## config.mk

```make
export PLATFORM = sky130hd
export DESIGN_NAME = hid_device_type_infer_flat
export DESIGN_NICKNAME = d
export VERILOG_FILES = /design/src/design/hdti_pkg.sv /design/src/design/hdti_desc_if.sv /design/src/design/hdti_result_if.sv /design/src/design/hdti_cfg_if.sv /design/src/design/hdti_cfg_regs.sv /design/src/design/hdti_scan.sv /design/src/design/hdti_decide.sv /design/src/design/hid_device_type_infer.sv /design/src/flat_wrapper.sv
export SDC_FILE = /design/constraint.sdc
export NUM_CORES = 1
export LEC_CHECK = 0
export BUFFER_PORTS_ARGS = -buffer_cell sky130_fd_sc_hd__buf_2
export CELL_PAD_IN_SITES_DETAIL_PLACEMENT = 0
export CELL_PAD_IN_SITES_GLOBAL_PLACEMENT = 2
export CORE_ASPECT_RATIO = 2
export CORE_UTILIZATION = 34
export CTS_CLUSTER_SIZE = 24
export DETAILED_ROUTE_END_ITERATION = 16
export PLACE_DENSITY_LB_ADDON = 0.1
export SYNTH_ARGS = -nofsm -noshare
export SYNTH_HDL_FRONTEND = slang
export SYNTH_HIERARCHICAL = 1
export SYNTH_SLANG_ARGS = --single-unit
```

## constraint.sdc

```tcl
create_clock -name clk -period 2.5 [get_ports clk]
set_input_delay 0 -clock clk [delete_from_list [all_inputs] [get_ports clk]]
set_output_delay 0 -clock clk [all_outputs]
set_load 0.05 [all_outputs]
```

## src/design/hdti_pkg.sv

```systemverilog
// Types and constants shared by the HID device type inference block.
// No dependencies; compiled first.
`default_nettype none

package hdti_pkg;

  typedef enum logic [2:0] {
    DEV_UNKNOWN  = 3'd0,
    DEV_KEYBOARD = 3'd1,
    DEV_MOUSE    = 3'd2,
    DEV_TOUCH    = 3'd3,
    DEV_TABLET   = 3'd4
  } dev_type_t;

  typedef enum logic [1:0] {
    SCAN_UNKNOWN = 2'd0,
    SCAN_TOUCH   = 2'd1,
    SCAN_TABLET  = 2'd2
  } scan_t;

  typedef enum logic [1:0] {
    KIND_OTHER = 2'd0,
    KIND_PAGE  = 2'd1,
    KIND_USAGE = 2'd2
  } kind_t;

  // Configuration register indexes
  localparam logic [7:0] CFG_VENDOR_ID     = 8'd0;
  localparam logic [7:0] CFG_PRODUCT_ID    = 8'd1;
  localparam logic [7:0] CFG_BOOT_PROTOCOL = 8'd2;
  localparam logic [7:0] CFG_FORCE_TOUCH   = 8'd3;

  // Boot protocol codes
  localparam logic [7:0] PROTO_NONE     = 8'd0;
  localparam logic [7:0] PROTO_KEYBOARD = 8'd1;
  localparam logic [7:0] PROTO_MOUSE    = 8'd2;

  // Descriptor item decode
  localparam logic [7:0]  LONG_ITEM_HDR  = 8'hFE;
  localparam logic [3:0]  TAG_USAGE_PAGE = 4'h0;
  localparam logic [1:0]  TYPE_GLOBAL    = 2'd1;
  localparam logic [1:0]  TYPE_LOCAL     = 2'd2;
  localparam logic [1:0]  SIZE_FOUR      = 2'd3;
  localparam logic [31:0] PAGE_DIGITIZER = 32'h0000_000D;
  localparam logic [31:0] USAGE_DIGITIZER  = 32'h0000_0001;
  localparam logic [31:0] USAGE_PEN        = 32'h0000_0002;
  localparam logic [31:0] USAGE_TOUCHSCRN  = 32'h0000_0004;
  localparam logic [31:0] USAGE_TOUCHPAD   = 32'h0000_0005;

  // Emulated tablet id pair
  localparam logic [15:0] EMU_VENDOR  = 16'h0627;
  localparam logic [15:0] EMU_PRODUCT = 16'h0001;

  // Vendors taken as touchscreens when boot protocol and scan verdict do not decide
  localparam int NUM_TOUCH_VENDORS = 7;
  localparam logic [15:0] TOUCH_VENDORS [NUM_TOUCH_VENDORS] = '{
    16'h27C6, 16'h2AE0, 16'h222A, 16'h0EEF, 16'h0596, 16'h0483, 16'h256C
  };

  typedef struct packed {
    logic [15:0] vendor_id;
    logic [15:0] product_id;
    logic [7:0]  boot_protocol;
    logic        force_touch;
  } cfg_t;

  typedef struct packed {
    logic [1:0]  bytes_seen;
    logic [2:0]  data_left;
    logic [1:0]  data_shift;
    kind_t       item_kind;
    logic [31:0] item_value;
    logic        digitizer_page;
    logic        scan_done;
    scan_t       scan_verdict;
  } scan_state_t;

endpackage

`default_nettype wire

```

## src/design/hdti_desc_if.sv

```systemverilog
// Descriptor byte channel: valid/ready plus one descriptor byte and end mark.
// No dependencies.
`default_nettype none

interface hdti_desc_if;
  logic       valid;
  logic       ready;
  logic [7:0] desc_byte;
  logic       last_byte;

  modport source (output valid, output desc_byte, output last_byte, input ready);
  modport sink   (input valid, input desc_byte, input last_byte, output ready);
endinterface

`default_nettype wire

```

## src/design/hdti_result_if.sv

```systemverilog
// Result channel: valid/ready plus device type and scan verdict.
// No dependencies.
`default_nettype none

interface hdti_result_if;
  logic       valid;
  logic       ready;
  logic [2:0] device_type;
  logic [1:0] scan_type;

  modport source (output valid, output device_type, output scan_type, input ready);
  modport sink   (input valid, input device_type, input scan_type, output ready);
endinterface

`default_nettype wire

```

## src/design/hdti_cfg_if.sv

```systemverilog
// Configuration write channel: valid/ready, register index and write data.
// No dependencies.
`default_nettype none

interface hdti_cfg_if;
  logic        valid;
  logic        ready;
  logic [7:0]  index;
  logic [15:0] data;

  modport source (output valid, output index, output data, input ready);
  modport sink   (input valid, input index, input data, output ready);
endinterface

`default_nettype wire

```

## src/design/hdti_cfg_regs.sv

```systemverilog
// Configuration register file for the device type inference block.
// Depends on hdti_pkg and hdti_cfg_if.
`default_nettype none

module hdti_cfg_regs (
  input  wire logic        clk,
  input  wire logic        rst,
  hdti_cfg_if.sink         cfg,
  output hdti_pkg::cfg_t   regs
);
  import hdti_pkg::*;

  assign cfg.ready = 1'b1;

  always_ff @(posedge clk) begin
    if (rst) begin
      regs <= '0;
    end else if (cfg.valid) begin
      unique case (cfg.index)
        CFG_VENDOR_ID:     regs.vendor_id     <= cfg.data;
        CFG_PRODUCT_ID:    regs.product_id    <= cfg.data;
        CFG_BOOT_PROTOCOL: regs.boot_protocol <= cfg.data[7:0];
        CFG_FORCE_TOUCH:   regs.force_touch   <= cfg.data[0];
        default: ;
      endcase
    end
  end

endmodule

`default_nettype wire

```

## src/design/hdti_scan.sv

```systemverilog
// Short-item descriptor scanner: holds the parse state and produces the
// scan verdict for the byte in the input register. Depends on hdti_pkg.
`default_nettype none

module hdti_scan (
  input  wire logic        clk,
  input  wire logic        rst,
  input  wire logic        advance,
  input  wire logic [7:0]  desc_byte,
  input  wire logic        last_byte,
  output hdti_pkg::scan_t  verdict
);
  import hdti_pkg::*;

  scan_state_t state;
  scan_state_t state_next;

  always_comb begin
    logic        fin;
    logic [31:0] fin_value;
    logic [31:0] merged;
    logic [1:0]  len_code;
    logic [1:0]  item_type;
    logic [3:0]  item_tag;

    state_next = state;
    fin        = 1'b0;
    fin_value  = '0;
    len_code   = desc_byte[1:0];
    item_type  = desc_byte[3:2];
    item_tag   = desc_byte[7:4];
    merged     = state.item_value | ({24'd0, desc_byte} << {state.data_shift, 3'b000});

    if (state.bytes_seen != 2'd2) begin
      state_next.bytes_seen = state.bytes_seen + 2'd1;
    end

    if (!state.scan_done) begin
      if (state.data_left == 3'd0) begin
        if (desc_byte == LONG_ITEM_HDR) begin
          state_next.scan_done    = 1'b1;
          state_next.scan_verdict = SCAN_UNKNOWN;
        end else begin
          if (item_tag == TAG_USAGE_PAGE && item_type == TYPE_GLOBAL) begin
            state_next.item_kind = KIND_PAGE;
          end else if (item_tag == TAG_USAGE_PAGE && item_type == TYPE_LOCAL) begin
            state_next.item_kind = KIND_USAGE;
          end else begin
            state_next.item_kind = KIND_OTHER;
          end
          state_next.item_value = '0;
          state_next.data_shift = 2'd0;
          state_next.data_left  = (len_code == SIZE_FOUR) ? 3'd4 : {1'b0, len_code};
          fin = (len_code == 2'd0);
        end
      end else begin
        state_next.item_value = merged;
        state_next.data_shift = state.data_shift + 2'd1;
        state_next.data_left  = state.data_left - 3'd1;
        fin       = (state.data_left == 3'd1);
        fin_value = merged;
      end
    end

    // item complete: update page tracking or decide on a digitizer usage
    if (fin) begin
      if (state_next.item_kind == KIND_PAGE) begin
        state_next.digitizer_page = (fin_value == PAGE_DIGITIZER);
      end else if (state_next.item_kind == KIND_USAGE && state.digitizer_page) begin
        if (fin_value == USAGE_TOUCHSCRN || fin_value == USAGE_DIGITIZER ||
            fin_value == USAGE_TOUCHPAD) begin
          state_next.scan_done    = 1'b1;
          state_next.scan_verdict = SCAN_TOUCH;
        end else if (fin_value == USAGE_PEN) begin
          state_next.scan_done    = 1'b1;
          state_next.scan_verdict = SCAN_TABLET;
        end
      end
    end

    if (state_next.bytes_seen != 2'd2 || !state_next.scan_done) begin
      verdict = SCAN_UNKNOWN;
    end else begin
      verdict = state_next.scan_verdict;
    end
  end

  always_ff @(posedge clk) begin
    if (rst) begin
      state <= '0;
    end else if (advance) begin
      if (last_byte) begin
        state <= '0;
      end else begin
        state <= state_next;
      end
    end
  end

endmodule

`default_nettype wire

```

## src/design/hdti_decide.sv

```systemverilog
// Final device type decision from boot protocol, scan verdict and ids.
// Depends on hdti_pkg.
`default_nettype none

module hdti_decide (
  input  wire hdti_pkg::cfg_t  regs,
  input  wire hdti_pkg::scan_t verdict,
  output hdti_pkg::dev_type_t  device_type
);
  import hdti_pkg::*;

  logic vendor_hit;

  always_comb begin
    vendor_hit = 1'b0;
    for (int i = 0; i < NUM_TOUCH_VENDORS; i++) begin
      if (TOUCH_VENDORS[i] == regs.vendor_id) begin
        vendor_hit = 1'b1;
      end
    end
  end

  always_comb begin
    if (regs.boot_protocol == PROTO_KEYBOARD) begin
      device_type = DEV_KEYBOARD;
    end else if (regs.boot_protocol == PROTO_MOUSE) begin
      device_type = DEV_MOUSE;
    end else if (regs.boot_protocol != PROTO_NONE) begin
      device_type = DEV_UNKNOWN;
    end else if (verdict == SCAN_TOUCH) begin
      device_type = DEV_TOUCH;
    end else if (verdict == SCAN_TABLET) begin
      device_type = DEV_TABLET;
    end else if (vendor_hit) begin
      device_type = DEV_TOUCH;
    end else if (regs.vendor_id == EMU_VENDOR && regs.product_id == EMU_PRODUCT) begin
      device_type = regs.force_touch ? DEV_TOUCH : DEV_TABLET;
    end else begin
      device_type = DEV_TOUCH;
    end
  end

endmodule

`default_nettype wire

```

## src/design/hid_device_type_infer.sv

```systemverilog
// Top level of the HID device type inference block.
// Depends on hdti_pkg, the three channel interfaces, hdti_cfg_regs,
// hdti_scan and hdti_decide.
//
//  channel | dir | payload                       | beat means
//  --------+-----+-------------------------------+---------------------------
//  desc    | in  | desc_byte[7:0], last_byte     | one descriptor byte
//  result  | out | device_type[2:0], scan_type   | one verdict per descriptor
//  cfg     | in  | index[7:0], data[15:0]        | one register write
//
// Cycles: one descriptor byte per clock sustained while no last byte stalls. A byte
//   sits in the input register, the scanner and decision logic run in that cycle,
//   and the verdict for a last byte is then registered into the result register.
// Reset (rst, synchronous) clears the scan state, input/result valids and
//   all config registers.
// Stalls: only a last byte waits on a full result register; other bytes
//   keep flowing while an earlier result is still pending.
// cfg is always ready; indexes past the register list are dropped.
`default_nettype none

module hid_device_type_infer (
  input  wire logic    clk,
  input  wire logic    rst,
  hdti_desc_if.sink    desc,
  hdti_result_if.source result,
  hdti_cfg_if.sink     cfg
);
  import hdti_pkg::*;

  cfg_t       regs;
  scan_t      verdict;
  dev_type_t  dev_type;

  // input register
  logic       s1_valid;
  logic [7:0] s1_byte;
  logic       s1_last;

  // result register
  logic       out_valid;
  dev_type_t  out_dev;
  scan_t      out_scan;

  logic       out_free;
  logic       advance;

  assign out_free   = !out_valid || result.ready;
  // a non-final byte never produces a beat, so it never waits on the output
  assign advance    = s1_valid && (!s1_last || out_free);
  assign desc.ready = !s1_valid || advance;

  hdti_cfg_regs u_cfg_regs (
    .clk  (clk),
    .rst  (rst),
    .cfg  (cfg),
    .regs (regs)
  );

  hdti_scan u_scan (
    .clk       (clk),
    .rst       (rst),
    .advance   (advance),
    .desc_byte (s1_byte),
    .last_byte (s1_last),
    .verdict   (verdict)
  );

  hdti_decide u_decide (
    .regs        (regs),
    .verdict     (verdict),
    .device_type (dev_type)
  );

  always_ff @(posedge clk) begin
    if (rst) begin
      s1_valid <= 1'b0;
    end else if (desc.ready) begin
      s1_valid <= desc.valid;
    end
  end

  always_ff @(posedge clk) begin
    if (desc.ready && desc.valid) begin
      s1_byte <= desc.desc_byte;
      s1_last <= desc.last_byte;
    end
  end

  always_ff @(posedge clk) begin
    if (rst) begin
      out_valid <= 1'b0;
    end else if (advance && s1_last) begin
      out_valid <= 1'b1;
    end else if (result.ready) begin
      out_valid <= 1'b0;
    end
  end

  always_ff @(posedge clk) begin
    if (advance && s1_last) begin
      out_dev  <= dev_type;
      out_scan <= verdict;
    end
  end

  assign result.valid       = out_valid;
  assign result.device_type = out_dev;
  assign result.scan_type   = out_scan;

endmodule

`default_nettype wire
```

## src/flat_wrapper.sv

```systemverilog
// flat-port wrapper written by rule: the top's interface ports become plain ports
module hid_device_type_infer_flat import hdti_pkg::*;
  (clk, rst, desc_valid, desc_desc_byte, desc_last_byte, desc_ready, result_valid, result_device_type, result_scan_type, result_ready, cfg_valid, cfg_index, cfg_data, cfg_ready);
  hdti_desc_if desc_i ();
  hdti_result_if result_i ();
  hdti_cfg_if cfg_i ();
  input  wire logic clk;
  input  wire logic rst;
  input wire logic [$bits(desc_i.valid)-1:0] desc_valid;
  input wire logic [$bits(desc_i.desc_byte)-1:0] desc_desc_byte;
  input wire logic [$bits(desc_i.last_byte)-1:0] desc_last_byte;
  output wire logic [$bits(desc_i.ready)-1:0] desc_ready;
  output wire logic [$bits(result_i.valid)-1:0] result_valid;
  output wire logic [$bits(result_i.device_type)-1:0] result_device_type;
  output wire logic [$bits(result_i.scan_type)-1:0] result_scan_type;
  input wire logic [$bits(result_i.ready)-1:0] result_ready;
  input wire logic [$bits(cfg_i.valid)-1:0] cfg_valid;
  input wire logic [$bits(cfg_i.index)-1:0] cfg_index;
  input wire logic [$bits(cfg_i.data)-1:0] cfg_data;
  output wire logic [$bits(cfg_i.ready)-1:0] cfg_ready;
  assign desc_i.valid = desc_valid;
  assign desc_i.desc_byte = desc_desc_byte;
  assign desc_i.last_byte = desc_last_byte;
  assign desc_ready = desc_i.ready;
  assign result_valid = result_i.valid;
  assign result_device_type = result_i.device_type;
  assign result_scan_type = result_i.scan_type;
  assign result_i.ready = result_ready;
  assign cfg_i.valid = cfg_valid;
  assign cfg_i.index = cfg_index;
  assign cfg_i.data = cfg_data;
  assign cfg_ready = cfg_i.ready;
  hid_device_type_infer u_core (.clk(clk), .rst(rst), .desc(desc_i), .result(result_i), .cfg(cfg_i));
endmodule
```

Word level (Yosys, flattened, before mapping)
Index checks and enable logic that the tools add are counted.
{"block": "totals", "regBits": 102, "output_inout_bits": 8}
{"block": "op_classes", "n_shift": 1, "n_addsub": 3, "n_bitwise": 1, "eq_ne": 32, "n_reduce_logical": 32, "mux": 41}
{"op": "2-to-1 mux 32 bit", "count": 3}
{"op": "2-to-1 mux 39 bit", "count": 2}
{"op": "equality test 14 x 16 -> 1 bit (first input constant)", "count": 4}
{"op": "equality test 32 x 3 -> 1 bit (second input constant)", "count": 2}
{"op": "2-to-1 mux 45 bit", "count": 1}
{"op": "2-to-1 mux 3 bit", "count": 12}
{"op": "equality test 11 x 16 -> 1 bit (first input constant)", "count": 2}
{"op": "equality test 32 x 1 -> 1 bit (second input constant)", "count": 1}
{"op": "equality test 32 x 2 -> 1 bit (second input constant)", "count": 1}
{"op": "equality test 32 x 4 -> 1 bit (second input constant)", "count": 1}
{"op": "bitwise OR 32 bit", "count": 1}
{"op": "left shift 8 x 5 -> 32 bit", "count": 1}
{"op": "equality test 8 x 2 -> 1 bit (second input constant)", "count": 3}
{"op": "equality test 12 x 16 -> 1 bit (first input constant)", "count": 1}
{"op": "equality test 16 x 1 -> 1 bit (second input constant)", "count": 1}
{"op": "equality test 16 x 11 -> 1 bit (second input constant)", "count": 1}
{"op": "equality test 8 x 1 -> 1 bit (second input constant)", "count": 2}
{"op": "2-to-1 mux 2 bit", "count": 8}
{"op": "2-to-1 mux 1 bit", "count": 13}
{"op": "equality test 2 bit (second input constant)", "count": 4}
{"op": "equality test 8 bit (second input constant)", "count": 1}
{"op": "zero test 8 bit", "count": 1}
{"op": "AND reduction 2 bit", "count": 4}
{"op": "nonzero test 8 bit", "count": 1}
{"op": "18 further kinds", "count": 39}

Longest topological paths before layout
{"block": "depth", "ltp_word": 20, "ltp_mapped": 12, "mapped_depth_nobuf": 12}

Modules after synthesis
Netlist, hierarchy kept.
{"mod": "hdti_scan", "seq_area_each_um2": 900.9, "n_inst": 1, "area_each_um2": 2334.7, "cells_each": 284}
{"mod": "hdti_cfg_regs", "seq_area_each_um2": 820.8, "n_inst": 1, "area_each_um2": 1760.4, "cells_each": 158}
{"mod": "hid_device_type_infer", "seq_area_each_um2": 460.4, "n_inst": 1, "area_each_um2": 524.3, "cells_each": 26}
{"mod": "hdti_decide", "seq_area_each_um2": 0.0, "n_inst": 1, "area_each_um2": 158.9, "cells_each": 22}

Worst setup path after synthesis
OpenSTA, ideal clock, no wires.
{"block": "synth_path", "path_kind": "reg2reg", "start": "reg u_core.s1_byte[4]", "end": "reg u_core.out_dev[0] (netlist: u_core/result.device_type[0]), data pin", "arrival_time_ps": 2202, "period_less_slack_ps": 2470, "path_slack_ps": 30, "stages_incl_launch_ff": 12, "setup_ps": 268, "required_ps": 2232, "cell_sequence": "edfxtp_1 -> buf_6 -> nor4_4 -> o31ai_1 -> nor4_1 -> and3_1 -> a22oi_1 -> nor2b_1 -> nand2b_1 -> nand4b_1 -> o32ai_1 -> a21oi_1"}
{"block": "synth_via", "elab_chain_len": 20}
{"element": "from (decl)", "line": "hid_device_type_infer.sv:36", "rtl": "logic [7:0] s1_byte;"}
{"element": "from (signal assigned)", "line": "hid_device_type_infer.sv:84", "rtl": "s1_byte <= desc.desc_byte;"}
{"element": "branches (longest 11 deep; another with left shift 8 x 5 -> 32 bit)"}
{"element": "2-to-1 mux 4 bit *", "line": "hdti_scan.sv:66", "rtl": "if (fin) begin"}
{"element": "zero test 1 bit", "line": "hdti_scan.sv:81", "rtl": "if (state_next.bytes_seen != 2'd2 || !state_next.scan_done) begin"}
{"element": "logical OR 1 bit", "line": "hdti_scan.sv:81"}
{"element": "2-to-1 mux 2 bit *", "line": "hdti_scan.sv:81"}
{"element": "via u_core.verdict[1]", "line": "hid_device_type_infer.sv:31", "rtl": "scan_t verdict;"}
{"element": "equality test 2 bit", "line": "hdti_decide.sv:32", "rtl": "end else if (verdict == SCAN_TABLET) begin"}
{"element": "2-to-1 mux 3 bit", "line": "hdti_decide.sv:32"}
{"element": "2-to-1 mux 2 bit *", "line": "hdti_decide.sv:30", "rtl": "end else if (verdict == SCAN_TOUCH) begin"}
{"element": "2-to-1 mux 2 bit *", "line": "hdti_decide.sv:28", "rtl": "end else if (regs.boot_protocol != PROTO_NONE) begin"}
{"element": "2-to-1 mux 2 bit *", "line": "hdti_decide.sv:26", "rtl": "end else if (regs.boot_protocol == PROTO_MOUSE) begin"}
{"element": "to (signal assigned)", "line": "hid_device_type_infer.sv:101", "rtl": "out_dev <= dev_type;"}
{"element": "to (decl)", "line": "hid_device_type_infer.sv:41", "rtl": "dev_type_t out_dev;"}
Mark *: on every way through the listed nets, which the timed path passes. The select of a mux whose other input is x is not followed.
A chain may end at the register's enable or synchronous reset.

Final worst setup path
{"block": "layout_path", "start": "reg u_core.s1_byte[7]", "end": "reg u_core.out_dev[1] (netlist: u_core/result.device_type[1]), data pin"}
The elaborated chain is that of the path after synthesis.

==> results.rst <==
.. list-table::
   :header-rows: 1

   * - Metric
     - Value
   * - DRC marker count from the first detailed-route iteration
     - 110
   * - Ratio of total power to cell area
     - around 570 mW/mm2
   * - Failing checks
     - setup timing
   * - Final hold violations
     - 0
   * - Nature of the critical path startpoint
     - register
   * - Final Max Tran Viols
     - 0
   * - DPL Wire Length
     - 10700 um
   * - Mapped Avg Cell Area
     - 9.75 um2
   * - Number of cells after detailed placement
     - 750
   * - Status
     - complete, but fails checks
   * - Crit-path max cell delay
     - 450 ps
   * - Aggregate global-route resource usage
     - 20.4%
   * - Kind of path behind the tightest hold check
     - input port to register
   * - Final setup fails
     - 3
   * - Min Hold Slack
     - 14.2 ps
   * - Final antenna-violating net count
     - 0
   * - Min Tclk post-route
     - approximately 2700 ps
   * - Arrival @ worst endpoint
     - between 2000 and 3000 ps
   * - Clock latency of the later-clocked register in the worst-skew pair
     - 350 ps
   * - Via density
     - ~5.1
   * - Worst slack at placement
     - -363 ps
   * - Portion of the post-synthesis area used by sequential elements
     - 45.7%
   * - Biggest area consumer among synthesized cells
     - sky130_fd_sc_hd__dfxtp_1
   * - Top post-synthesis cells by area
     - sky130_fd_sc_hd__dfxtp_1 (37%), sky130_fd_sc_hd__mux2i_1 (9.2%), sky130_fd_sc_hd__edfxtp_1 (8.8%), sky130_fd_sc_hd__nand2b_1 (8.5%), sky130_fd_sc_hd__nor2_1 (3.9%)
   * - Post-Route Utilization
     - 44.0%
   * - Max Root-Sink Buffers
     - 2
   * - Syn Nets
     - approximately 530
   * - Worst path required time
     - approximately 2600 ps
   * - Total clock sinks
     - slightly above 100
   * - Post-synthesis instance total
     - 490
   * - Slowest stage cell, crit path
     - sky130_fd_sc_hd__edfxtp_1
   * - P_leak
     - 0.00237 uW
   * - Ys flop type
     - sky130_fd_sc_hd__dfxtp_1
   * - CP max FO
     - 3
   * - Clock-pin slew on the worst setup and hold paths
     - 80 ps
   * - Routability Congestion
     - 0.790
   * - Pin slew with the least headroom to its limit
     - 556 ps
   * - Clk Tree Root Cell
     - sky130_fd_sc_hd__clkbuf_16
   * - Number of CTS-inserted buffers
     - 9
   * - Core Region
     - 0.0138 mm2
   * - Worst Setup End Kind
     - register
   * - Asr flop ratio synth
     - 0%
   * - Detail-routed net length per standard cell
     - 17.6 um
   * - Largest net degree at the start of global routing
     - 37
   * - Yosys warning total
     - 6
   * - Post-route worst setup slack
     - -189 ps
   * - Effective utilization at floorplan
     - 34.6%
   * - Critical Path, Cell by Cell
     - buf_4, o31ai_4, o31ai_1, nor4_1, buf_4, and3_4, a22oi_2, nor2b_2, nand2b_1, nand4b_1, o32ai_2, buf_4, a21oi_1
   * - Drt first pass iters
     - 4
   * - Global-route wire length before repair
     - 22000 um
   * - Count of input and output buffers
     - between 40 and 50
   * - Worst clock skew
     - between 10 and 15 ps
   * - Total area of multi-input combinational cells
     - around 0.0023 mm2
   * - Final Instance Count excl. Fillers
     - slightly below 800
   * - Net count reported at finish
     - 642
   * - Overall die width
     - 85.8 um
   * - Wire length reported by the detailed router
     - 14000 um
   * - Boundary pin count
     - between 40 and 50
   * - Diodes inserted
     - 0
   * - Yosys top cell area share
     - between 30% and 40%
   * - Peak ir drop on the vdd network
     - 0.306 mV
   * - Max frequency
     - 372 MHz
   * - Ratio of final minimum period to clock period
     - 108%
   * - Yosys cell types
     - between 60 and 70
   * - Most frequent cell after synthesis
     - sky130_fd_sc_hd__dfxtp_1
   * - Number of rows created at floorplan
     - 61
   * - Vertical die dimension
     - 170 um
   * - Filler Cells Inserted
     - 1386
   * - Total standard cell area after synthesis
     - 0.00478 mm2
   * - Count of state elements after synthesis
     - 102
   * - Area growth from synthesis to layout
     - 27.2%
   * - Worst path most repeated cell
     - sky130_fd_sc_hd__buf_4
   * - H-tree levels
     - 3
   * - Post-detailed-route DRC marker count
     - 0
   * - Number of antenna violations at the first check in global routing
     - 0
   * - Area of all sequential standard cells
     - 0.00218 mm2
   * - Ranking of synthesized cells by instance count
     - sky130_fd_sc_hd__dfxtp_1 (88), sky130_fd_sc_hd__nand2b_1 (65), sky130_fd_sc_hd__nor2_1 (50), sky130_fd_sc_hd__mux2i_1 (44), sky130_fd_sc_hd__a21oi_1 (33)
   * - Worst rel slew slack
     - 62.7%
   * - Number of global-route vias before repair
     - 4192
   * - Share of cells above drive strength 1
     - 25.6%
   * - Setup repair after global routing missed its margin
     - true
   * - Total number of vias
     - 4016
   * - Die area
     - 0.0146 mm2
   * - Worst Path Class, Setup
     - register to register
   * - CTS tree
     - built
   * - Number of max-cap violations
     - 0
   * - Overall overflow remaining after global route
     - 0
   * - EDFF count, synth
     - 14
==> cell type report <==
cell class                 count  share of cell area [%]
clock buffer                   9                    3.71
clock inverter                 7                    1.01
inverter                      14                   0.865
tap                          189                    3.89
sequential                   102                    35.9
timing repair buffer         134                    16.0
multi-input combinational    339                    38.6
==> worst max-delay path: cells and delay by family (launching register included) <==
family / cells / cell delay, ps
AOI/OAI and AO/OA: 5 / 670
buffers and inverters: 3 / 510
DFF: 1 / 450
and+or+nand+nor: 5 / 850
==> final timing paths <==
| path | startpoint | to | slack [ps] | cells after the start |
|---|---|---|---|---|
| setup / recovery | u_core/s1_byte[7] | u_core/result.device_type[1] | -190 | 13 |
| hold / removal | cfg_index[1] | u_core/u_cfg_regs/regs[0] | 10 | 3 |
| setup reg to reg | u_core/s1_byte[7] | u_core/result.device_type[1] | -190 | 13 |
| hold reg to reg | u_core/u_cfg_regs/regs[32] | u_core/u_cfg_regs/regs[32] | 470 | 2 |
==> routing by layer <==
| layer | track usage, % | wire, um |
|---|---|---|
| met3 | 3.11 | 328 |
| met1 | 18.2 | 4730 |
| met2 | 41.8 | 8270 |
| met5 | 0 | 0 |
| met4 | 10.9 | 680 |
==> through the flow <==
step	area [um2]	TNS [ps]	total power [uW]
after detailed placement	5480	-1020	2060
after global placement	5480	-1020	2060
after floorplan	4780	0	1910
final	6080	-551	3430
after global routing	6080	-1050	3590
after CTS	6040	-726	3490
==> registers in the layout (all words and copies together) (netlist names) <==
signal and cells:
u_core/u_scan/state 45, u_core/u_cfg_regs/regs 41, u_core/s1_byte 8, u_core/result.device_type 3, u_core/result.scan_type 2, u_core/result.valid 1, u_core/s1_last 1, u_core/s1_valid 1
==> cell families (layout without fill, tap and decap cells) <==
kind of cell               after synthesis  count (layout)  synth area share (%)
AOI/OAI and AO/OA                       83              83                  11.5
adders and majority gates                4               4                  1.05
buffers and inverters                   49             164                  6.31
DFF                                    102             102                  45.7
muxes                                   44              44                  9.22
other                                    1               1                0.0785
and+or+nand+nor                        207             207                  26.2
==> what timing repair did <==
item | in CTS | in global routing
gates resized for setup | 7 | 6
endpoints found under the hold margin | 31 | 0
pin swaps | 3 | 3
hold buffers | 21 | 0
cloned | 0 | 0
buffers inserted | 5 | 2
setup endpoints to repair | 3 | 30
==> power by group <==
part | total (uW) | internal, uW | leakage [uW] | switching, uW
sequential | 1700 | 1680 | 0.000843 | 21.1
clock | 1380 | 700 | 0.000141 | 680
combinational | 353 | 164 | 0.00138 | 189
total | 3430 | 2540 | 0.00237 | 890
==> cell usage in the layout, fill, tap and decap left out, types with 5 or more instances in the layout <==
master                          synthesis  routed
sky130_fd_sc_hd__nand2_1               13      13
sky130_fd_sc_hd__buf_2                  7      44
sky130_fd_sc_hd__inv_1                 14      14
sky130_fd_sc_hd__buf_4                  4      67
sky130_fd_sc_hd__nand2b_1              65      65
sky130_fd_sc_hd__nand4_1                8       8
sky130_fd_sc_hd__mux2i_1               44      44
sky130_fd_sc_hd__edfxtp_1              14      14
sky130_fd_sc_hd__nor2b_1                6       5
sky130_fd_sc_hd__a31oi_1               15      15
sky130_fd_sc_hd__nor3_1                 8       6
sky130_fd_sc_hd__clkbuf_16              0       9
sky130_fd_sc_hd__a21oi_1               33      32
sky130_fd_sc_hd__nor4_1                18      17
sky130_fd_sc_hd__a22oi_1                8       7
sky130_fd_sc_hd__nor2_1                50      50
sky130_fd_sc_hd__dfxtp_1               88      88
sky130_fd_sc_hd__dlygate4sd3_1          0      21
Power figures use the tool's default switching activity.
